$ cat config.mk
export PLATFORM = sky130hd
export DESIGN_NAME = first_fit_segment_allocator
export DESIGN_NICKNAME = d
export VERILOG_FILES = /design/src/sv/ffsa_pkg.sv /design/src/sv/first_fit_segment_allocator.sv /design/src/sv/ffsa_cell.sv
export SDC_FILE = /design/constraint.sdc
export NUM_CORES = 2
export LEC_CHECK = 0
export ABC_AREA = 1
export BUFFER_PORTS_ARGS = -buffer_cell sky130_fd_sc_hd__clkbuf_2
export CAP_MARGIN = 40
export CORE_MARGIN = 2
export CORE_UTILIZATION = 35
export CTS_BUF_LIST = sky130_fd_sc_hd__clkbuf_16
export CTS_CLUSTER_SIZE = 25
export DETAILED_ROUTE_END_ITERATION = 10
export GPL_TIMING_DRIVEN = 0
export PLACE_DENSITY = 0.55
export SLEW_MARGIN = 5
export SYNTH_ARGS = -nofsm -noshare
export SYNTH_HDL_FRONTEND = slang
export SYNTH_SLANG_ARGS = --single-unit
$ cat constraint.sdc
create_clock -name clk_i -period 6 [get_ports clk_i]
set_input_delay 0.6 -clock clk_i [delete_from_list [all_inputs] [get_ports clk_i]]
set_output_delay 0.6 -clock clk_i [all_outputs]
set_load 0.1 [all_outputs]
$ cat src/sv/ffsa_pkg.sv
// Shared types and constants of the first-fit segment allocator.
`default_nettype none

package ffsa_pkg;

  localparam int unsigned MAX_SEGMENTS = 16;
  localparam int unsigned ADDR_W       = 16;
  localparam int unsigned OWNER_W      = 8;
  localparam int unsigned PADDR_W      = 2;
  localparam int unsigned PDATA_W      = 32;

  localparam logic [ADDR_W-1:0] CAP_RESET = 16'hFFFF;

  typedef enum logic {
    OP_ALLOC = 1'b0,
    OP_FREE  = 1'b1
  } op_e;

  typedef enum logic [1:0] {
    ST_OK       = 2'd0,
    ST_NO_FIT   = 2'd1,
    ST_NO_OWNER = 2'd2,
    ST_FULL     = 2'd3
  } status_e;

  typedef struct packed {
    op_e                opcode;
    logic [OWNER_W-1:0] owner_id;
    logic [ADDR_W-1:0]  request_size;
  } in_item_t;

  typedef struct packed {
    status_e           status;
    logic [ADDR_W-1:0] start_address;
    logic [ADDR_W-1:0] free_total;
  } out_item_t;

  typedef struct packed {
    logic               valid;
    logic               used;
    logic [OWNER_W-1:0] owner;
    logic [ADDR_W-1:0]  start;
    logic [ADDR_W-1:0]  size;
  } seg_t;

  typedef struct packed {
    seg_t seg;
    logic sel;
  } link_t;

  typedef struct packed {
    logic [ADDR_W-1:0] start;
    logic [ADDR_W-1:0] size;
  } pick_t;

  typedef enum logic [2:0] {
    CMD_HOLD,
    CMD_INIT,
    CMD_HIT,
    CMD_SEL,
    CMD_TAKE,
    CMD_SPLIT,
    CMD_FREE
  } cmd_e;

  typedef struct packed {
    cmd_e               cmd;
    op_e                op;
    logic [OWNER_W-1:0] owner;
    logic [ADDR_W-1:0]  size;
    logic [ADDR_W-1:0]  cap;
  } cell_ctl_t;

  typedef enum logic [2:0] {
    S_IDLE,
    S_HIT,
    S_SEL,
    S_DEC,
    S_UPD
  } state_e;

endpackage

`default_nettype wire

$ cat src/sv/first_fit_segment_allocator.sv
// First-fit segment allocator: top level with sequencer, register port and cell row.
`default_nettype none

// A row of 16 cells holds the segment table in address order, one segment per
// cell. An item is taken only when the block is idle; after acceptance it passes
// through match, first-hit chain through the row, decision, and update with a
// one-place shift for a split, the update waiting while the output side holds an
// unread result. The next item can be accepted in the cycle after the result
// register is loaded, so a new item is never taken before the last one is done.
// Each of those steps is one registered state. After reset and after every
// write of the capacity register the table re-initialises once the block is
// idle, and no item is accepted until that is done.

module first_fit_segment_allocator (
  input  logic                                clk_i,
  input  logic                                rst_ni,
  input  logic                                in_valid_i,
  output logic                                in_ready_o,
  input  ffsa_pkg::in_item_t                  in_data_i,
  output logic                                out_valid_o,
  input  logic                                out_ready_i,
  output ffsa_pkg::out_item_t                 out_data_o,
  input  logic                                psel,
  input  logic                                penable,
  input  logic                                pwrite,
  input  logic [ffsa_pkg::PADDR_W-1:0]        paddr,
  input  logic [ffsa_pkg::PDATA_W-1:0]        pwdata,
  output logic [ffsa_pkg::PDATA_W-1:0]        prdata,
  output logic                                pready
);
  import ffsa_pkg::*;

  state_e            state_q, state_d;
  logic [ADDR_W-1:0] cap_q;
  logic              init_q;
  logic [ADDR_W-1:0] avail_q, avail_d;
  in_item_t          req_q;
  status_e           status_q, status_d;
  logic              split_q, split_d;
  pick_t             pick_q;
  out_item_t         out_q, out_d;
  logic              out_valid_q, out_valid_d;
  cell_ctl_t         ctl;
  logic              cfg_wr;
  logic              in_acc;
  logic              found;
  logic              full;

  link_t link   [MAX_SEGMENTS+1];
  logic  seen   [MAX_SEGMENTS+1];
  pick_t pickc  [MAX_SEGMENTS+1];

  assign link[0]  = '0;
  assign seen[0]  = 1'b0;
  assign pickc[0] = '0;

  for (genvar g = 0; g < MAX_SEGMENTS; g++) begin : g_cell
    ffsa_cell u_cell (
      .clk_i  (clk_i),
      .rst_ni (rst_ni),
      .head_i (g == 0),
      .ctl_i  (ctl),
      .left_i (link[g]),
      .seen_i (seen[g]),
      .pick_i (pickc[g]),
      .link_o (link[g+1]),
      .seen_o (seen[g+1]),
      .pick_o (pickc[g+1])
    );
  end

  assign pready = 1'b1;
  assign prdata = PDATA_W'(cap_q);
  assign cfg_wr = psel && penable && pwrite && pready;

  assign in_ready_o = (state_q == S_IDLE) && !init_q;
  assign in_acc     = in_valid_i && in_ready_o;
  assign found      = seen[MAX_SEGMENTS];
  assign full       = link[MAX_SEGMENTS].seg.valid;

  always_comb begin
    state_d     = state_q;
    avail_d     = avail_q;
    status_d    = status_q;
    split_d     = split_q;
    out_d       = out_q;
    out_valid_d = out_valid_q && !out_ready_i;
    ctl.cmd     = CMD_HOLD;
    ctl.op      = req_q.opcode;
    ctl.owner   = req_q.owner_id;
    ctl.size    = req_q.request_size;
    ctl.cap     = cap_q;
    case (state_q)
      S_IDLE: begin
        if (init_q) begin
          ctl.cmd = CMD_INIT;
          avail_d = cap_q;
        end else if (in_acc) begin
          state_d = S_HIT;
        end
      end
      S_HIT: begin
        ctl.cmd = CMD_HIT;
        state_d = S_SEL;
      end
      S_SEL: begin
        ctl.cmd = CMD_SEL;
        state_d = S_DEC;
      end
      S_DEC: begin
        split_d = pickc[MAX_SEGMENTS].size != req_q.request_size;
        if (req_q.opcode == OP_ALLOC) begin
          if (!found) begin
            status_d = ST_NO_FIT;
          end else if (split_d && full) begin
            status_d = ST_FULL;
          end else begin
            status_d = ST_OK;
          end
        end else begin
          status_d = found ? ST_OK : ST_NO_OWNER;
        end
        state_d = S_UPD;
      end
      S_UPD: begin
        if (!out_valid_q || out_ready_i) begin
          out_d.status        = status_q;
          out_d.start_address = '0;
          if (status_q == ST_OK) begin
            out_d.start_address = pick_q.start;
            if (req_q.opcode == OP_ALLOC) begin
              ctl.cmd = split_q ? CMD_SPLIT : CMD_TAKE;
              avail_d = avail_q - req_q.request_size;
            end else begin
              ctl.cmd = CMD_FREE;
              avail_d = avail_q + pick_q.size;
            end
          end
          out_d.free_total = avail_d;
          out_valid_d      = 1'b1;
          state_d          = S_IDLE;
        end
      end
      default: begin
        state_d = S_IDLE;
      end
    endcase
  end

  always_ff @(posedge clk_i or negedge rst_ni) begin
    if (!rst_ni) begin
      state_q     <= S_IDLE;
      cap_q       <= CAP_RESET;
      init_q      <= 1'b1;
      avail_q     <= CAP_RESET;
      out_valid_q <= 1'b0;
    end else begin
      state_q     <= state_d;
      avail_q     <= avail_d;
      out_valid_q <= out_valid_d;
      if (cfg_wr) begin
        cap_q  <= pwdata[ADDR_W-1:0];
        init_q <= 1'b1;
      end else if (state_q == S_IDLE) begin
        init_q <= 1'b0;
      end
    end
  end

  always_ff @(posedge clk_i) begin
    status_q <= status_d;
    split_q  <= split_d;
    out_q    <= out_d;
    if (in_acc) begin
      req_q <= in_data_i;
    end
    if (state_q == S_DEC) begin
      pick_q <= pickc[MAX_SEGMENTS];
    end
  end

  assign out_valid_o = out_valid_q;
  assign out_data_o  = out_q;

endmodule

`default_nettype wire

$ cat src/sv/ffsa_cell.sv
// One segment slot of the allocator row: match, first-hit chain and shift.
`default_nettype none

module ffsa_cell (
  input  logic                clk_i,
  input  logic                rst_ni,
  input  logic                head_i,
  input  ffsa_pkg::cell_ctl_t ctl_i,
  input  ffsa_pkg::link_t     left_i,
  input  logic                seen_i,
  input  ffsa_pkg::pick_t     pick_i,
  output ffsa_pkg::link_t     link_o,
  output logic                seen_o,
  output ffsa_pkg::pick_t     pick_o
);
  import ffsa_pkg::*;

  seg_t seg_q, seg_d;
  logic hit_q, hit_d;
  logic sel_q, sel_d;
  logic beyond_q, beyond_d;
  logic match;

  always_comb begin
    if (ctl_i.op == OP_ALLOC) begin
      match = seg_q.valid && !seg_q.used && (seg_q.size >= ctl_i.size);
    end else begin
      match = seg_q.valid && seg_q.used && (seg_q.owner == ctl_i.owner);
    end
  end

  always_comb begin
    seg_d    = seg_q;
    hit_d    = hit_q;
    sel_d    = sel_q;
    beyond_d = beyond_q;
    case (ctl_i.cmd)
      CMD_INIT: begin
        seg_d.valid = head_i;
        seg_d.used  = 1'b0;
        seg_d.start = '0;
        seg_d.size  = ctl_i.cap;
      end
      CMD_HIT: begin
        hit_d = match;
      end
      CMD_SEL: begin
        sel_d    = hit_q && !seen_i;
        beyond_d = seen_i;
      end
      CMD_TAKE: begin
        if (sel_q) begin
          seg_d.used  = 1'b1;
          seg_d.owner = ctl_i.owner;
        end
      end
      CMD_SPLIT: begin
        if (sel_q) begin
          seg_d.used  = 1'b1;
          seg_d.owner = ctl_i.owner;
          seg_d.size  = ctl_i.size;
        end else if (left_i.sel) begin
          // remainder of the split segment
          seg_d.valid = 1'b1;
          seg_d.used  = 1'b0;
          seg_d.owner = '0;
          seg_d.start = left_i.seg.start + ctl_i.size;
          seg_d.size  = left_i.seg.size - ctl_i.size;
        end else if (beyond_q) begin
          seg_d = left_i.seg;
        end
      end
      CMD_FREE: begin
        if (sel_q) begin
          seg_d.used  = 1'b0;
          seg_d.owner = '0;
        end
      end
      default: begin
      end
    endcase
  end

  always_ff @(posedge clk_i or negedge rst_ni) begin
    if (!rst_ni) begin
      seg_q    <= '0;
      hit_q    <= 1'b0;
      sel_q    <= 1'b0;
      beyond_q <= 1'b0;
    end else begin
      seg_q    <= seg_d;
      hit_q    <= hit_d;
      sel_q    <= sel_d;
      beyond_q <= beyond_d;
    end
  end

  assign link_o.seg = seg_q;
  assign link_o.sel = sel_q;
  assign seen_o     = seen_i || hit_q;
  assign pick_o     = sel_q ? (pick_i | pick_t'{start: seg_q.start, size: seg_q.size}) : pick_i;

endmodule

`default_nettype wire

# Word-level counts from Yosys, hierarchy flattened
# Index checks and enable logic that the tools add are counted.
# word_totals
reg_bits	849
latch_bits	0
mem_bits_rw	0
romBits	0
input_bits	66
wordCells	766
mem_count	0
# op_classes
n_addsub	32
mul	0
div	0
order_cmp	16
eq_ne	110
n_shift	0
n_mux	241
bitwise_logic	16
n_reduce_logical	210
# ops
operator	n
2-to-1 mux 42 bit	29
case mux 32 bit (2 select lines)	16
2-to-1 mux 16 bit	35
2-to-1 mux 32 bit	16
OR 32 bit	15
2-to-1 mux 9 bit	47
case mux 8 bit (3 select lines)	15
adder 16 bit	16
greater-or-equal comparator 16 bit	16
subtractor 16 bit	16
== test 8 bit	16
AND reduction 4 bit	32
logical AND 1 bit	85
inequality test 2 x 1 -> 1 bit, second input constant	33
inequality test 4 x 1 -> 1 bit, second input constant	15
case mux 1 bit (4 select lines)	15
AND reduction 3 bit	18
inequality test 3 x 1 -> 1 bit, second input constant	15
inequality test 2 bit, second input constant	20
2-to-1 mux 1 bit	38
zero test 1 bit	34
AND reduction 2 bit	17
case mux 16 bit (2 select lines)	1
case mux 1 bit (2 select lines)	15
18 further kinds	50

# Depth between registers and ports, before layout
# logic_depth
depth_word	36
ltp_mapped	25

# Hierarchy
# Synthesis repeated with hierarchy kept, for this count alone.
# hier_totals
hier_cells	13547
hier_area_um2	88225.9
# modules_own_cells
mod	n_inst	cells_each	area_each_um2	seq_area_each_um2
ffsa_cell at g_cell[0].u_cell ...	7	808	5109.9	1126.1
ffsa_cell at g_cell[2].u_cell ...	4	802	5097.4	1126.1
ffsa_cell at g_cell[7].u_cell ...	3	800	5073.6	1126.1
first_fit_segment_allocator	1	674	6635.1	3789.9
ffsa_cell at g_cell[11].u_cell	1	808	5126.2	1126.1
ffsa_cell at g_cell[6].u_cell	1	801	5084.9	1126.1

# Worst setup path after synthesis
# No wires, ideal clock.
# synth_path
kind	register -> register
start	reg req_q, in the netlist ctl[17]
end	reg avail_q[10]
setup_ns	0.081
arrival_time_ns	4.736
required_ns	5.919
path_slack_ns	1.183
path_stages_with_launch	20
path_buffers	0
cell_sequence	edfxtp_1 inv_1 ha_1 nand2_1 nor2_1 nand2_1 nor2_1 nand2_1 o21ai_0 a22o_1 ha_1 nand2_1 nor2_1 nor2_1 nand3_1 or2_2 nand3_1 nand2_1 o21ai_0 nand2_1
# synth_between
elab_chain_len	5
# synth_lines
item	line	text
from (decl)	first_fit_segment_allocator.sv:37	in_item_t req_q;
from (signal assigned)	first_fit_segment_allocator.sv:175	req_q <= in_data_i;
subtractor 16 bit	first_fit_segment_allocator.sv:133	avail_d = avail_q - req_q.request_size;
2-to-1 mux 16 bit	first_fit_segment_allocator.sv:131	if (req_q.opcode == OP_ALLOC) begin
2-to-1 mux 16 bit	first_fit_segment_allocator.sv:129	if (status_q == ST_OK) begin
2-to-1 mux 16 bit	first_fit_segment_allocator.sv:126	if (!out_valid_q || out_ready_i) begin
case mux 16 bit (2 select lines)	first_fit_segment_allocator.sv:93	case (state_q)
to (signal assigned)	first_fit_segment_allocator.sv:159	avail_q <= avail_d;
to (decl)	first_fit_segment_allocator.sv:36	logic [ADDR_W-1:0] avail_q, avail_d;
# No other way between the ends. The select of a mux whose other input is x is not followed.
# A chain may end at the register's enable or synchronous reset.

# Final worst setup path
# layout_path
start	reg state_q[2]
end	reg g_cell[12].u_cell.seg_q, in the netlist g_cell[12].u_cell.link_o[11]
# layout_between
elab_chain_len	5
elab_cells_between_ends	11
cone_classes	eq/ne (6); mux (2); reduce/logical (3)
# layout_lines
item	line	text
from (decl)	first_fit_segment_allocator.sv:33	state_e state_q, state_d;
from (signal assigned)	first_fit_segment_allocator.sv:158	state_q <= state_d;
== test 3 bit (tied with other cells)	first_fit_segment_allocator.sv:93	
case mux 3 bit (4 select lines) (*)	first_fit_segment_allocator.sv:93	
== test 3 bit or == test 3 x 1 -> 1 bit (tied branches)	ffsa_cell.sv:37	case (ctl_i.cmd)
inequality test 4 x 1 -> 1 bit (no source line) or nonzero test 2 bit (tied branches)	--	
AND reduction 2 bit (no source line)	--	
to (signal assigned)	ffsa_cell.sv:91	seg_q <= seg_d;
to (decl)	ffsa_cell.sv:18	seg_t seg_q, seg_d;
# Mark *: on every way between the ends. The rest lies on a longest branch, timed or not.

==> reports/metrics.cfg <==
[status]
status = finished clean

[place]
numPortBuffers = 99
dp_cells = 13129
dp_hpwl_um = 320500
dpl-instance-area_sq_mm = 0.07693
globalplace.congestion = 1.063

[pwr]
ir_drop_mv = 0.2570
internal_power_w = 0.02049
p_clk_share_pct = 15.5
power_leakage_nw = 37.94
seqPwrFrac_pct = 24.9
power_density_mw_per_mm2 = 552.8
sw_frac_of_total_pct = 54.19
p_total_w = 0.04473
combPwrFrac_pct = 59.6
power_switching_w = 0.02424

[synth]
yosys_warnings = 0
synth-edff-count = 94
synth_cell_types = 63
synth_seq_cells = 833
syn_area_sq_mm = 0.06975
seq_area_frac_synth_pct = 30.62
synth_ff_type = dfrtp_1
async_reset_ff_share_pct = 88.72
synth_cells = 10167
yosys-top-cells-area = dfrtp_1, nand2_1, ha_1
synth_top_area_share_pct = 25.33
syn_avg_cell_area_sq_um = 6.860
synth_top_area_cell = dfrtp_1

[hold_path]
min_path_cells = 3
hold_class = in2reg

[timing]
rsz0062_at_grt = no
period_share_pct = 90.29
finalHoldViolCount = 0
relSlewSlack_pct = 28.19
fmax_ghz = 0.1846
period_needed_ns = 5.417
worst_pin_slew_ns = 1.077
setup_viol = 0
fin_skew_ns = 0.05625
slew_viol_final = 0
tns_ns = 0

[critical_path]
critPathTopFamily = simple AND/OR/NAND/NOR gates
critPathRequiredTime_ns = 6.68
start_kind = flip-flop
ff2ff_setup_slack_ns = 0.58
critical_path.n_buffers_inverters = 4
r2r-end = g_cell[12].u_cell.link_o[11]
cp_slowest_cell = buf_2
cpPeakStageDelay_ns = 0.81
path_cells = inv_1 > nor3_4 > nand3_2 > nor2_4 > buf_4 > buf_4 > nand2_1 > nand2_1 > buf_2 > a21oi_1 > a22oi_1
cp.depth = 11
worstPathArrival_ns = 6.09
path_max_fanout = 10
cp-end-kind = flip-flop
reg2reg_depth = 11
critical_path.startpoint = state_q[2]
critical_path_class = reg2reg
cp-endpoint = g_cell[12].u_cell.link_o[11]
rr_startpoint = state_q[2]

[clock_network]
cts_sinks = 833
cts_made_buffers = 108
ctsResizeCount = 0
insertion_delay_ns = 0.81
clockBufferDepth = 3
tritoncts = built
path_clk_slew_ns = 0.06
clockRootBuffer = clkbuf_16
htreeDepth = 3

[finish]
instances_no_fill = 13379
final_util_pct = 40.95
nFillCells = 20948
drive_gt1_share_pct = 7.413
multiInputGateArea_sq_mm = 0.04265
layout.nets = 11209
layout-area-overhead-vs-synth_pct = 16.02
seqCellArea_sq_mm = 0.02136
final_cell_area_sq_mm = 0.08092

[detailed_routing]
drc_errors = 0
firstDrtPassIters = 6
wl_per_cell_um = 29.54
postRouteAntennaNets = 0
drt-initial-drc-count = 11015
drt-vias-per-instance = 5.911
num_vias = 79079
totalWireLength_um = 395200

[floorplanning]
io_pins = 135
die_w_um = 450.4
die_h_um = 450.4
rows = 163
start_util_pct = 35.29
coreArea_sq_mm = 0.1976
die_area_sq_mm = 0.2029

[global_routing]
grt_first_pass_wirelength_um = 548100
grt_usage_pct = 37.60
grt_overflow = 0
grt_pass1_vias = 73767
antenna_found_initial = 28
grt_max_degree = 98

[flow_run]
cap_viol_max_count = 0

==> final cells by class <==
cell class | count | area share (%)
Sequential cell | 833 | 26.39
Antenna cell | 15 | 0.04638
Multi-Input combinational cell | 7862 | 52.71
Clock inverter | 92 | 1.050
Timing Repair Buffer | 339 | 5.023
Inverter | 1040 | 4.833
Tap cell | 2640 | 4.082
Clock buffer | 111 | 3.432
Buffer | 447 | 2.434
==> metrics by stage <==
step	setup slack [ns]	hold WS, ns
6_report	0.5826	0.06151
4_1_cts	0.9782	0.01646
3_3_place_gp	-15.46	0.4614
3_5_place_dp	1.011	0.4671
2_1_floorplan	1.183	0.3044
5_1_grt	0.7928	0.03774
==> placed cells by master (no fill, tap or decap), types with 130 or more instances in the layout <==
cell and n:
clkbuf_1 259, ha_1 482, dfrtp_1 706, xor2_1 254, nand3_1 589, nor2_1 1087
a21oi_1 913, o22ai_1 130, nor3_1 134, o211ai_1 192, o21ai_0 746, nand2_1 2459
inv_1 991
==> tightest hold or removal path, cell delays in order <==
cell,delay (ns)
clkbuf_2,0.08
nor2_1,0.10
a21oi_1,0.05
==> sequential cells by signal, indices dropped and copies added (netlist names), 2 cells and up <==
name                    count
g_cell.u_cell.link_o      656
out_data_o                 34
pick_q                     32
ctl                        25
avail_q                    16
cap_q                      16
g_cell.u_cell.hit_q        16
g_cell.u_cell.beyond_q     15
g_cell.u_cell.sel_q        15
state_q                     3
status_q                    2
==> synthesized netlist by cell type (48+ instances only) <==
cell type and instances:
dfrtp_1 706, edfxtp_1 94, a31oi_1 109, o211ai_1 192, a211oi_1 48, a21o_1 53, o21ai_0 746, buf_2 107
a21oi_1 913, o21bai_1 86, clkbuf_1 262, o22ai_1 130, xnor2_1 74, nand4_1 56, nand2_1 2459, xor2_1 254
ha_1 482, nand3_1 589, inv_1 988, a22oi_1 66, nor3_1 135, nor2_1 1090
==> worst min path at each step <==
stage	start	end	slack, ns
global route	pwdata[9]	cap_q[9]	0.04
floorplan	rst_ni	g_cell[0].u_cell.hit_q	0.30
detailed placement	g_cell[15].u_cell.link_o[24]	g_cell[15].u_cell.link_o[24]	0.47
finish	pwdata[15]	cap_q[15]	0.06
global placement	init_q	init_q	0.46
CTS	pwdata[9]	cap_q[9]	0.02
==> metal layers <==
layer	up-vias	part of all wire, %	track usage (%)
met5	-	0.019	0
met4	10	7.0	21.85
met3	1004	11	9.372
met2	4559	42	55.77
met1	38270	41	49.39
li1	35236	-	-
==> repair_timing <==
item                      in CTS  in global routing
buffers inserted               0                  0
hold buffers                  26                  0
hold endpoints to repair      47                  0
==> power by group through the flow <==
stage          clock [W]  sequential (W)  combinational [W]
2_1_floorplan          0         0.00982             0.0172
3_3_place_gp           0          0.0113             0.0246
3_5_place_dp           0          0.0110             0.0257
4_1_cts          0.00695          0.0110             0.0258
5_1_grt          0.00714          0.0112             0.0291
6_report         0.00694          0.0111             0.0267
==> logic make-up (layout without fill, tap and decap cells) <==
group           count (synthesis)  in the layout  synth area share, %
compound gates               2540           2540                21.02
xor+xnor                      328            328                4.119
fa+ha+maj                     512            512                9.507
buf+inv                      1487           2029                8.417
flops                         833            833                30.62
mux                            12             12               0.1937
other cells                     2             32              0.01077
simple gates                 4453           4453                26.11
No activity file was read; power rests on OpenSTA's default activity.
